<file path="src/sv/b64enc_pkg.sv">
// Package for the base64 stream encoder: payload structs, the internal
// command type passed from the front end to the back end, and the alphabet.
// No dependencies.
package b64enc_pkg;

  localparam int unsigned CMDQ_DEPTH_DEF = 2;
  localparam logic [7:0]  PAD_CHAR       = 8'h3D;

  typedef struct packed {
    logic [7:0] data_byte;
    logic       last_byte;
  } in_item_t;

  typedef struct packed {
    logic [7:0] character;
    logic       last_char;
  } out_item_t;

  // One input byte turned into a list of characters: one or two alphabet
  // indices followed by zero to two pad characters.
  typedef struct packed {
    logic [5:0] idx0;
    logic [5:0] idx1;
    logic       two_data;
    logic [1:0] n_pad;
  } cmd_t;

  function automatic logic [7:0] b64_char(input logic [5:0] idx);
    logic [7:0] c;
    if (idx < 6'd26) begin
      c = 8'h41 + {2'b00, idx};
    end else if (idx < 6'd52) begin
      c = 8'h61 + {2'b00, idx - 6'd26};
    end else if (idx < 6'd62) begin
      c = 8'h30 + {2'b00, idx - 6'd52};
    end else if (idx == 6'd62) begin
      c = 8'h2B;
    end else begin
      c = 8'h2F;
    end
    return c;
  endfunction

endpackage

</file>
<file path="src/sv/b64enc_front.sv">
// Front end of the base64 encoder: merges each byte with the pending bits
// and builds a character command for the queue. Depends on b64enc_pkg.
module b64enc_front
  import b64enc_pkg::*;
(
  input  logic     clk,
  input  logic     rst_n,
  input  logic     in_valid,
  input  in_item_t in_data,
  input  logic     push,
  output cmd_t     cmd
);

  typedef enum logic [1:0] {
    PEND_0,
    PEND_2,
    PEND_4
  } pend_t;

  pend_t      pend_r, pend_nxt;
  logic [3:0] acc_r, acc_nxt;
  logic [1:0] cmf_r, cmf_nxt;

  logic [5:0] idx0, idx1_full, idx_flush;
  logic       two_full;
  pend_t      pend_step;
  logic [3:0] rem;
  logic [1:0] cnt_after;
  logic [7:0] b;
  logic       last;

  assign b    = in_data.data_byte;
  assign last = in_data.last_byte;

  always_comb begin
    idx0      = b[7:2];
    idx1_full = 6'd0;
    idx_flush = {b[1:0], 4'b0000};
    two_full  = 1'b0;
    rem       = {2'b00, b[1:0]};
    pend_step = PEND_2;
    case (pend_r)
      PEND_0: begin
        idx0      = b[7:2];
        idx_flush = {b[1:0], 4'b0000};
        rem       = {2'b00, b[1:0]};
        pend_step = PEND_2;
      end
      PEND_2: begin
        idx0      = {acc_r[1:0], b[7:4]};
        idx_flush = {b[3:0], 2'b00};
        rem       = b[3:0];
        pend_step = PEND_4;
      end
      PEND_4: begin
        idx0      = {acc_r[3:0], b[7:6]};
        idx1_full = b[5:0];
        two_full  = 1'b1;
        rem       = 4'd0;
        pend_step = PEND_0;
      end
      default: begin
        idx0      = b[7:2];
        idx_flush = {b[1:0], 4'b0000};
        rem       = {2'b00, b[1:0]};
        pend_step = PEND_2;
      end
    endcase
  end

  // On the last byte the leftover bits always form a second character,
  // unless the byte already completed two full groups.
  always_comb begin
    cmd.idx0     = idx0;
    cmd.idx1     = two_full ? idx1_full : idx_flush;
    cmd.two_data = two_full | last;
    cnt_after    = cmf_r + (cmd.two_data ? 2'd2 : 2'd1);
    cmd.n_pad    = last ? (2'd0 - cnt_after) : 2'd0;
  end

  always_comb begin
    pend_nxt = pend_r;
    acc_nxt  = acc_r;
    cmf_nxt  = cmf_r;
    if (push && in_valid) begin
      if (last) begin
        pend_nxt = PEND_0;
        acc_nxt  = 4'd0;
        cmf_nxt  = 2'd0;
      end else begin
        pend_nxt = pend_step;
        acc_nxt  = rem;
        cmf_nxt  = cnt_after;
      end
    end
  end

  always_ff @(posedge clk) begin
    if (!rst_n) begin
      pend_r <= PEND_0;
      acc_r  <= 4'd0;
      cmf_r  <= 2'd0;
    end else begin
      pend_r <= pend_nxt;
      acc_r  <= acc_nxt;
      cmf_r  <= cmf_nxt;
    end
  end

endmodule

</file>
<file path="src/sv/b64enc_cmdq.sv">
// Small command queue between the encoder front and back ends, built from
// flip-flops. Depends on b64enc_pkg.
module b64enc_cmdq
  import b64enc_pkg::*;
#(
  parameter int unsigned DEPTH = CMDQ_DEPTH_DEF
) (
  input  logic clk,
  input  logic rst_n,
  input  logic push,
  input  cmd_t push_cmd,
  output logic full,
  input  logic pop,
  output logic head_valid,
  output cmd_t head_cmd
);

  localparam int unsigned PW = (DEPTH > 1) ? $clog2(DEPTH) : 1;
  localparam int unsigned CW = $clog2(DEPTH + 1);

  cmd_t            mem_r [DEPTH];
  logic [PW-1:0]   wr_ptr_r, wr_ptr_nxt;
  logic [PW-1:0]   rd_ptr_r, rd_ptr_nxt;
  logic [CW-1:0]   cnt_r, cnt_nxt;

  assign full       = (cnt_r == CW'(DEPTH));
  assign head_valid = (cnt_r != '0);
  assign head_cmd   = mem_r[rd_ptr_r];

  always_comb begin
    wr_ptr_nxt = wr_ptr_r;
    rd_ptr_nxt = rd_ptr_r;
    cnt_nxt    = cnt_r;
    if (push) begin
      wr_ptr_nxt = (wr_ptr_r == PW'(DEPTH - 1)) ? '0 : wr_ptr_r + 1'b1;
    end
    if (pop) begin
      rd_ptr_nxt = (rd_ptr_r == PW'(DEPTH - 1)) ? '0 : rd_ptr_r + 1'b1;
    end
    if (push && !pop) begin
      cnt_nxt = cnt_r + 1'b1;
    end else if (pop && !push) begin
      cnt_nxt = cnt_r - 1'b1;
    end
  end

  always_ff @(posedge clk) begin
    if (!rst_n) begin
      wr_ptr_r <= '0;
      rd_ptr_r <= '0;
      cnt_r    <= '0;
    end else begin
      wr_ptr_r <= wr_ptr_nxt;
      rd_ptr_r <= rd_ptr_nxt;
      cnt_r    <= cnt_nxt;
    end
  end

  always_ff @(posedge clk) begin
    if (push) begin
      mem_r[wr_ptr_r] <= push_cmd;
    end
  end

endmodule

</file>
<file path="src/sv/b64enc_back.sv">
// Back end of the base64 encoder: moves the head command into the output
// register, one character per cycle when it can load. Depends on b64enc_pkg.
module b64enc_back
  import b64enc_pkg::*;
(
  input  logic      clk,
  input  logic      rst_n,
  input  logic      head_valid,
  input  cmd_t      head_cmd,
  output logic      pop,
  output logic      out_valid,
  input  logic      out_ready,
  output out_item_t out_data
);

  logic [2:0] k_r, k_nxt;
  logic       out_valid_r, out_valid_nxt;
  out_item_t  out_data_r, out_data_nxt;
  logic       load;
  logic [2:0] last_k;
  logic [7:0] ch;

  assign last_k = 3'(head_cmd.two_data) + 3'(head_cmd.n_pad);
  assign load   = head_valid && (!out_valid_r || out_ready);
  assign pop    = load && (k_r == last_k);

  always_comb begin
    if (k_r == 3'd0) begin
      ch = b64_char(head_cmd.idx0);
    end else if (k_r == 3'd1 && head_cmd.two_data) begin
      ch = b64_char(head_cmd.idx1);
    end else begin
      ch = PAD_CHAR;
    end
  end

  always_comb begin
    k_nxt         = k_r;
    out_valid_nxt = out_valid_r;
    out_data_nxt  = out_data_r;
    if (load) begin
      out_valid_nxt          = 1'b1;
      out_data_nxt.character = ch;
      out_data_nxt.last_char = (k_r == last_k);
      k_nxt                  = (k_r == last_k) ? 3'd0 : k_r + 3'd1;
    end else if (out_ready) begin
      out_valid_nxt = 1'b0;
    end
  end

  always_ff @(posedge clk) begin
    if (!rst_n) begin
      k_r         <= 3'd0;
      out_valid_r <= 1'b0;
    end else begin
      k_r         <= k_nxt;
      out_valid_r <= out_valid_nxt;
    end
    out_data_r <= out_data_nxt;
  end

  assign out_valid = out_valid_r;
  assign out_data  = out_data_r;

endmodule

</file>
<file path="src/sv/base64_stream_encoder_core.sv">
// Base64 stream encoder (standard alphabet, '=' padding). A byte is taken in
// any cycle in which the command queue has room, so bytes enter back to back
// while earlier characters drain; each byte becomes one to four characters,
// sent one per cycle from a registered output while out_ready is high. The
// output port sets the sustained rate: one transfer per character, 4/3
// characters per byte on average over a long stream. A byte's first character
// goes through the command queue and then the output register.
module base64_stream_encoder_core
  import b64enc_pkg::*;
#(
  parameter int unsigned CMDQ_DEPTH = CMDQ_DEPTH_DEF
) (
  input  logic      clk,
  input  logic      rst_n,
  input  logic      in_valid,
  output logic      in_ready,
  input  in_item_t  in_data,
  output logic      out_valid,
  input  logic      out_ready,
  output out_item_t out_data
);

  cmd_t cmd, head_cmd;
  logic q_full, q_push, q_pop, head_valid;

  assign in_ready = !q_full;
  assign q_push   = in_valid && in_ready;

  b64enc_front u_front (
    .clk     (clk),
    .rst_n   (rst_n),
    .in_valid(in_valid),
    .in_data (in_data),
    .push    (q_push),
    .cmd     (cmd)
  );

  b64enc_cmdq #(
    .DEPTH(CMDQ_DEPTH)
  ) u_cmdq (
    .clk       (clk),
    .rst_n     (rst_n),
    .push      (q_push),
    .push_cmd  (cmd),
    .full      (q_full),
    .pop       (q_pop),
    .head_valid(head_valid),
    .head_cmd  (head_cmd)
  );

  b64enc_back u_back (
    .clk       (clk),
    .rst_n     (rst_n),
    .head_valid(head_valid),
    .head_cmd  (head_cmd),
    .pop       (q_pop),
    .out_valid (out_valid),
    .out_ready (out_ready),
    .out_data  (out_data)
  );

endmodule

</file>
<file path="config.mk">
export PLATFORM = sky130hd
export DESIGN_NAME = base64_stream_encoder_core
export DESIGN_NICKNAME = d
export VERILOG_FILES = /design/src/sv/b64enc_pkg.sv /design/src/sv/b64enc_front.sv /design/src/sv/b64enc_cmdq.sv /design/src/sv/b64enc_back.sv /design/src/sv/base64_stream_encoder_core.sv
export SDC_FILE = /design/constraint.sdc
export NUM_CORES = 1
export LEC_CHECK = 0
export BUFFER_PORTS_ARGS = -buffer_cell sky130_fd_sc_hd__buf_2
export CAP_MARGIN = 15
export CORE_MARGIN = 10
export CORE_UTILIZATION = 55
export CTS_CLUSTER_SIZE = 24
export DETAILED_ROUTE_END_ITERATION = 8
export PLACE_DENSITY_LB_ADDON = 0.08
export SETUP_SLACK_MARGIN = 0.2
export SLEW_MARGIN = 5
export SYNTH_ARGS = -nofsm -noshare
export SYNTH_HDL_FRONTEND = slang
export SYNTH_HIERARCHICAL = 1
export SYNTH_SLANG_ARGS = --single-unit
</file>
<file path="constraint.sdc">
create_clock -name clk -period 2.89 [get_ports clk]
set_clock_uncertainty 0.1 [all_clocks]
set_input_delay 0 -clock clk [delete_from_list [all_inputs] [get_ports clk]]
set_output_delay 0 -clock clk [all_outputs]
set_load 0.02 [all_outputs]
</file>
# == Word-level counts from Yosys, hierarchy flattened ==
# Memories as Yosys holds them, arrays and structs flattened. A register that Yosys moved wholly into a read port is not among the register bits.
# Index checks and enable logic that the tools add are counted.
# classes
order_cmp,6
n_reduce_logical,16
muxes,33
n_eq_ne,7
addsub,18
n_bitwise,1
# ops
cell,count
8-bit 2-to-1 mux,8
"7-bit by 6-bit adder with 8-bit output, first input constant",4
"6-bit less-than comparator, second input constant",4
6-bit 2-to-1 mux,3
"6-bit by 6-bit adder with 7-bit output, first input constant",2
"6-bit equality test, second input constant",2
"6-bit by 5-bit less-than comparator with 1-bit output, second input constant",2
2-bit 2-to-1 mux,6
6-bit one-hot mux with 2 select lines,1
"6-bit by 5-bit subtractor with 6-bit output, second input constant",2
"6-bit subtractor, second input constant",2
1-bit 2-to-1 mux,9
3-bit 2-to-1 mux,3
4-bit one-hot mux with 2 select lines,1
1-bit logical AND,7
2-bit nonzero test,3
"2-bit equality test, second input constant",2
1-bit zero test,4
4-bit 2-to-1 mux,1
2-bit one-hot mux with 2 select lines,1
1-bit by 2-bit adder with 3-bit output,1
"3-bit by 1-bit adder with 3-bit output, second input constant",1
"3-bit by 1-bit equality test with 1-bit output, second input constant",1
3-bit equality test,1
9 further kinds,10
# word_totals
ramBits,30
in_bits,13
word_cells,92
regBits,25
n_memories,1
out_inout_bits,11
# mem_list
memory,depth,word_bits,rd,rd_ports_with_merged_regs,write_ports,line,rtl
u_cmdq.mem_r,2,15,1,1,1,b64enc_cmdq.sv:21,cmd_t mem_r [DEPTH];

# == Longest topological paths before layout ==
# depth
word_depth,7
mapped_depth,12
mapped_depth_nobuf,11

# == Modules after synthesis ==
# Netlist, hierarchy kept.
# by_module_without_submodules
module,area_per_inst_um2,cells_per_inst,n_inst,seq_area_each_um2
b64enc_back,1760.4,204,1,350.3
b64enc_cmdq,1303.8,69,1,1001.0
b64enc_front,619.3,78,1,160.2
base64_stream_encoder_core,10.0,2,1,0.0

# == Worst setup path after synthesis ==
# No wires, ideal clock.
# synth_path
path_type,register -> register
start,register with a tool-made name
end,register u_cmdq.cnt_r[1]
stages_incl_launch_ff,12
path_slack_ns,0.171
required_ns,2.720
setup_time_ns,0.070
arrival_ns,2.549
cell_sequence,dfxtp_1 buf_2 mux2_2 ha_1 ha_1 xor2_1 nor3_1 and2_1 inv_1 ha_1 or3_1 a21boi_1
# synth_rtl
item,line,rtl
to (signal assigned),b64enc_cmdq.sv:55,cnt_r <= cnt_nxt;
to (decl),b64enc_cmdq.sv:24,"logic [CW-1:0] cnt_r, cnt_nxt;"

==> results.yml <==
pwr:
  power_leakage_nw: 1.626
  irDropWorstVdd_uv: 494.2
  p_sw_mw: 1.736
  power_frac_clock: 0.112
  power.total_mw: 4.128
  p_int_mw: 2.392
  seqPwrFrac: 0.287
  power_density_nw_per_um2: 977.3
  p_comb_frac: 0.601
  switching_share: 0.4204
routing:
  vias: 2649
  drtIter0Drc: 87
  drc: 0
  routed_via_density: 5.636
  avgRoutedWirePerCell_um: 15.10
  drt-total-wl_mm: 7.097
  ant_nets: 0
  drtPass1Iterations: 4
synth:
  netlist_area_um2: 3694
  synth-seq-cells: 56
  async_reset_ff_frac: 0
  syn_inst: 353
  synth_nets: 395
  yosys_warnings: 6
  syn_avg_cell_area_um2: 10.46
  ys_types: 61
  ys_seq_area_frac: 0.4092
  synth_edf_count: 39
  yosys_most_used_dff: "edfxtp_1"
setup_path:
  critPathKind: "reg -> reg"
  r2r_end: "u_back/out_data[2]"
  start_kind: "flop"
  crit_fanout: 12
  slowest_stage: "mux2_2"
  path_cells: "buf_6 > mux2_2 > ha_2 > a21o_4 > a21oi_4 > nor2_2 > a221oi_1 > o22ai_1"
  cp_num_buf_inv: 1
  cpPeakStageDelay_ns: 0.44
  crit_arrival_ns: 2.51
  worstSetupEndpointType: "flop"
  reg2reg_slack_ns: 0.33
  crit_required_ns: 2.85
  critical_path.top_delay_family: "compound AO/OA/AOI/OAI gates"
  ff2ff_path_depth: 8
worst_hold_path:
  hold_path.class: "reg -> reg"
  holdPathEnd: "u_front/acc_r[0]"
  hp-start: "u_front/acc_r[0]"
  min_delay_path_depth: 2
global_route:
  grt_pass1_wl_mm: 12.05
  antenna_found_initial: 0
  grt_overflow: 0
  grt_max_degree: 20
  track_usage: 0.1408
  grt_pass1_vias: 2604
sta:
  hold_viol: 0
  setup-tns-final_ns: 0
  worstMarginPinSlew_ns: 0.4263
  finalCriticalPeriod_ns: 2.558
  setup_viol: 0
  whs_ns: 0.3743
  drv_slew: 0
  clock.fmax_mhz: 390.9
  rsz0062_at_grt: "no"
  slew_headroom: 0.7158
  fin_ws_ns: 0.3318
  fin_crit_sh: 0.8852
cts:
  h-tree-depth: 2
  clock-sinks: 56
  clk_pin_slew_ns: 0.10
  cts_tree: "done"
  clock_latency_ns: 0.31
  clock_path_buffers: 2
  clockRootBuffer: "clkbuf_8"
  cts_buffers: 5
placed_design:
  dp.final_hpwl_mm: 5.161
  placedCellCount: 443
  port-buffer-count: 23
  globalplace.congestion: 0.8675
  dp_slack_ns: 0.1154
finish:
  area_growth_pct: 14.36
  finalNetCount: 434
  n_antenna_cell: 0
  fin_cells: 470
  drive_gt1_frac: 0.2265
floorplanning:
  die_h_um: 102.0
  core_area_um2: 6422
  ioPinCount: 24
  fp.dieW_um: 102.0
  row_count: 29
  die_area_um2: 10390
  start_util: 0.5751
flow_run:
  maxCapViolCount: 0
run_status:
  status: "finished, final reports clean"
[worst min-delay path, stage by stage, from the launching register on]
cell and delay (ns):
dfxtp_1 0.33, nand2_1 0.05, a21boi_1 0.05
[Yosys cell counts (3+ instances only)]
library cell / instances / share of area
a22oi_1: 9 / 0.018
a221oi_1: 4 / 0.0095
nand2_1: 29 / 0.029
a21boi_1: 7 / 0.014
nor3_1: 6 / 0.0081
a32oi_1: 3 / 0.0071
nand3_1: 5 / 0.0068
a21o_1: 3 / 0.0061
nor2b_1: 13 / 0.022
buf_2: 6 / 0.0081
nand3b_1: 5 / 0.010
clkbuf_1: 4 / 0.0041
mux2i_1: 3 / 0.0081
o21ai_1: 6 / 0.0081
ha_1: 29 / 0.098
buf_4: 4 / 0.0081
and2_1: 9 / 0.015
inv_1: 16 / 0.016
nand2b_1: 4 / 0.0068
edfxtp_1: 39 / 0.32
a21oi_1: 13 / 0.018
dfxtp_1: 17 / 0.092
buf_6: 3 / 0.0091
nor2_1: 16 / 0.016
a31oi_1: 3 / 0.0051
o21ai_0: 14 / 0.019
xnor2_1: 12 / 0.028
xor2_1: 13 / 0.031
mux2_2: 15 / 0.046
[power by group through the flow]
| stage | combinational (mW) | clock (mW) | sequential (mW) |
|---|---|---|---|
| after floorplan | 1.81 | 0 | 1.28 |
| after global placement | 2.30 | 0 | 1.19 |
| after detailed placement | 2.30 | 0 | 1.20 |
| after CTS | 2.35 | 0.484 | 1.18 |
| after global routing | 2.74 | 0.515 | 1.21 |
| final | 2.48 | 0.464 | 1.19 |
[worst max path at each step]
stage | end | slack, ns | cells after the start | startpoint
2_1_floorplan | u_cmdq/cnt_r[1] | 0.25 | 11 | flop
3_3_place_gp | u_back/out_data[2] | 0.16 | 8 | flop
3_5_place_dp | u_cmdq/cnt_r[1] | 0.12 | 10 | flop
4_1_cts | u_back/out_data[6] | 0.17 | 9 | flop
5_1_grt | u_front/pend_r[0] | 0.21 | 6 | u_cmdq/cnt_r[0]
6_report | u_back/out_data[2] | 0.33 | 8 | flop
[final cells by class]
| type | count | area (µm²) |
|---|---|---|
| tap | 77 | 96.34 |
| inverter | 16 | 60.06 |
| timing repair buffer | 49 | 356.6 |
| sequential | 56 | 1515 |
| clock inverter | 2 | 17.52 |
| multi-input combinational | 264 | 2096 |
| fill | 516 | 2198 |
| clock buffer | 6 | 82.58 |
[per-layer routing]
layer / share of wire / track usage / routed length (µm)
met1: 0.48 / 0.1745 / 3405
met2: 0.47 / 0.2391 / 3364
met3: 0.031 / 0.03036 / 217
met4: 0.015 / 0.04555 / 110
met5: 0 / 0 / 0
[sequential cells by signal, summed over array words and instances (netlist names), 2 cells and up, named ones only]
signal,count
u_back/k_r,3
u_cmdq/cnt_r,2
u_cmdq/mem_r,30
u_front/cmf_r,2
u_front/pend_r,2
u_front/acc_r,4
u_back/out_data,9
[per-stage QoR]
step | area (µm²) | utilization
final | 4224 | 0.6577
after global routing | 4224 | 0.6577
after CTS | 4129 | 0.6429
after detailed placement | 3849 | 0.5993
after global placement | 3849 | 0.5993
after floorplan | 3696 | -
[logic make-up (layout without fill, tap and decap cells)]
| family | after synthesis | count (layout) | synth area share |
|---|---|---|---|
| AND/OR/NAND/NOR | 106 | 106 | 0.1599 |
| AO/OA/AOI/OAI | 84 | 84 | 0.1619 |
| flip-flops | 56 | 56 | 0.4092 |
| buffers and inverters | 33 | 73 | 0.04573 |
| adder cells (fa/ha/maj) | 29 | 29 | 0.09824 |
| XOR/XNOR | 27 | 27 | 0.07114 |
| multiplexers | 18 | 18 | 0.05386 |
[cell usage in the layout, fill, tap and decap left out, drive strengths merged, types with 4 or more instances in the layout]
master,n
a22oi,10
nor3,6
nand2b,4
a21boi,8
mux2,15
ha,29
inv,18
a21oi,15
edfxtp,39
o21ai,20
nand2,31
nand3,5
nor2,18
xnor2,14
dfxtp,17
nand3b,5
a221oi,4
nor2b,13
buf,32
dlygate4sd3,17
clkbuf,6
xor2,13
a21o,4
and2,10
[repair_timing]
action | 4_1_cts | 5_1_grt
setup buffers | 1 | 1
hold buffers | 17 | 0
resized for setup | 2 | 23
endpoints found under the hold margin | 42 | 0
endpoints found under the setup margin | 5 | 10
pin swaps | 1 | 4
Note: power is estimated with default switching activity, not from simulation.
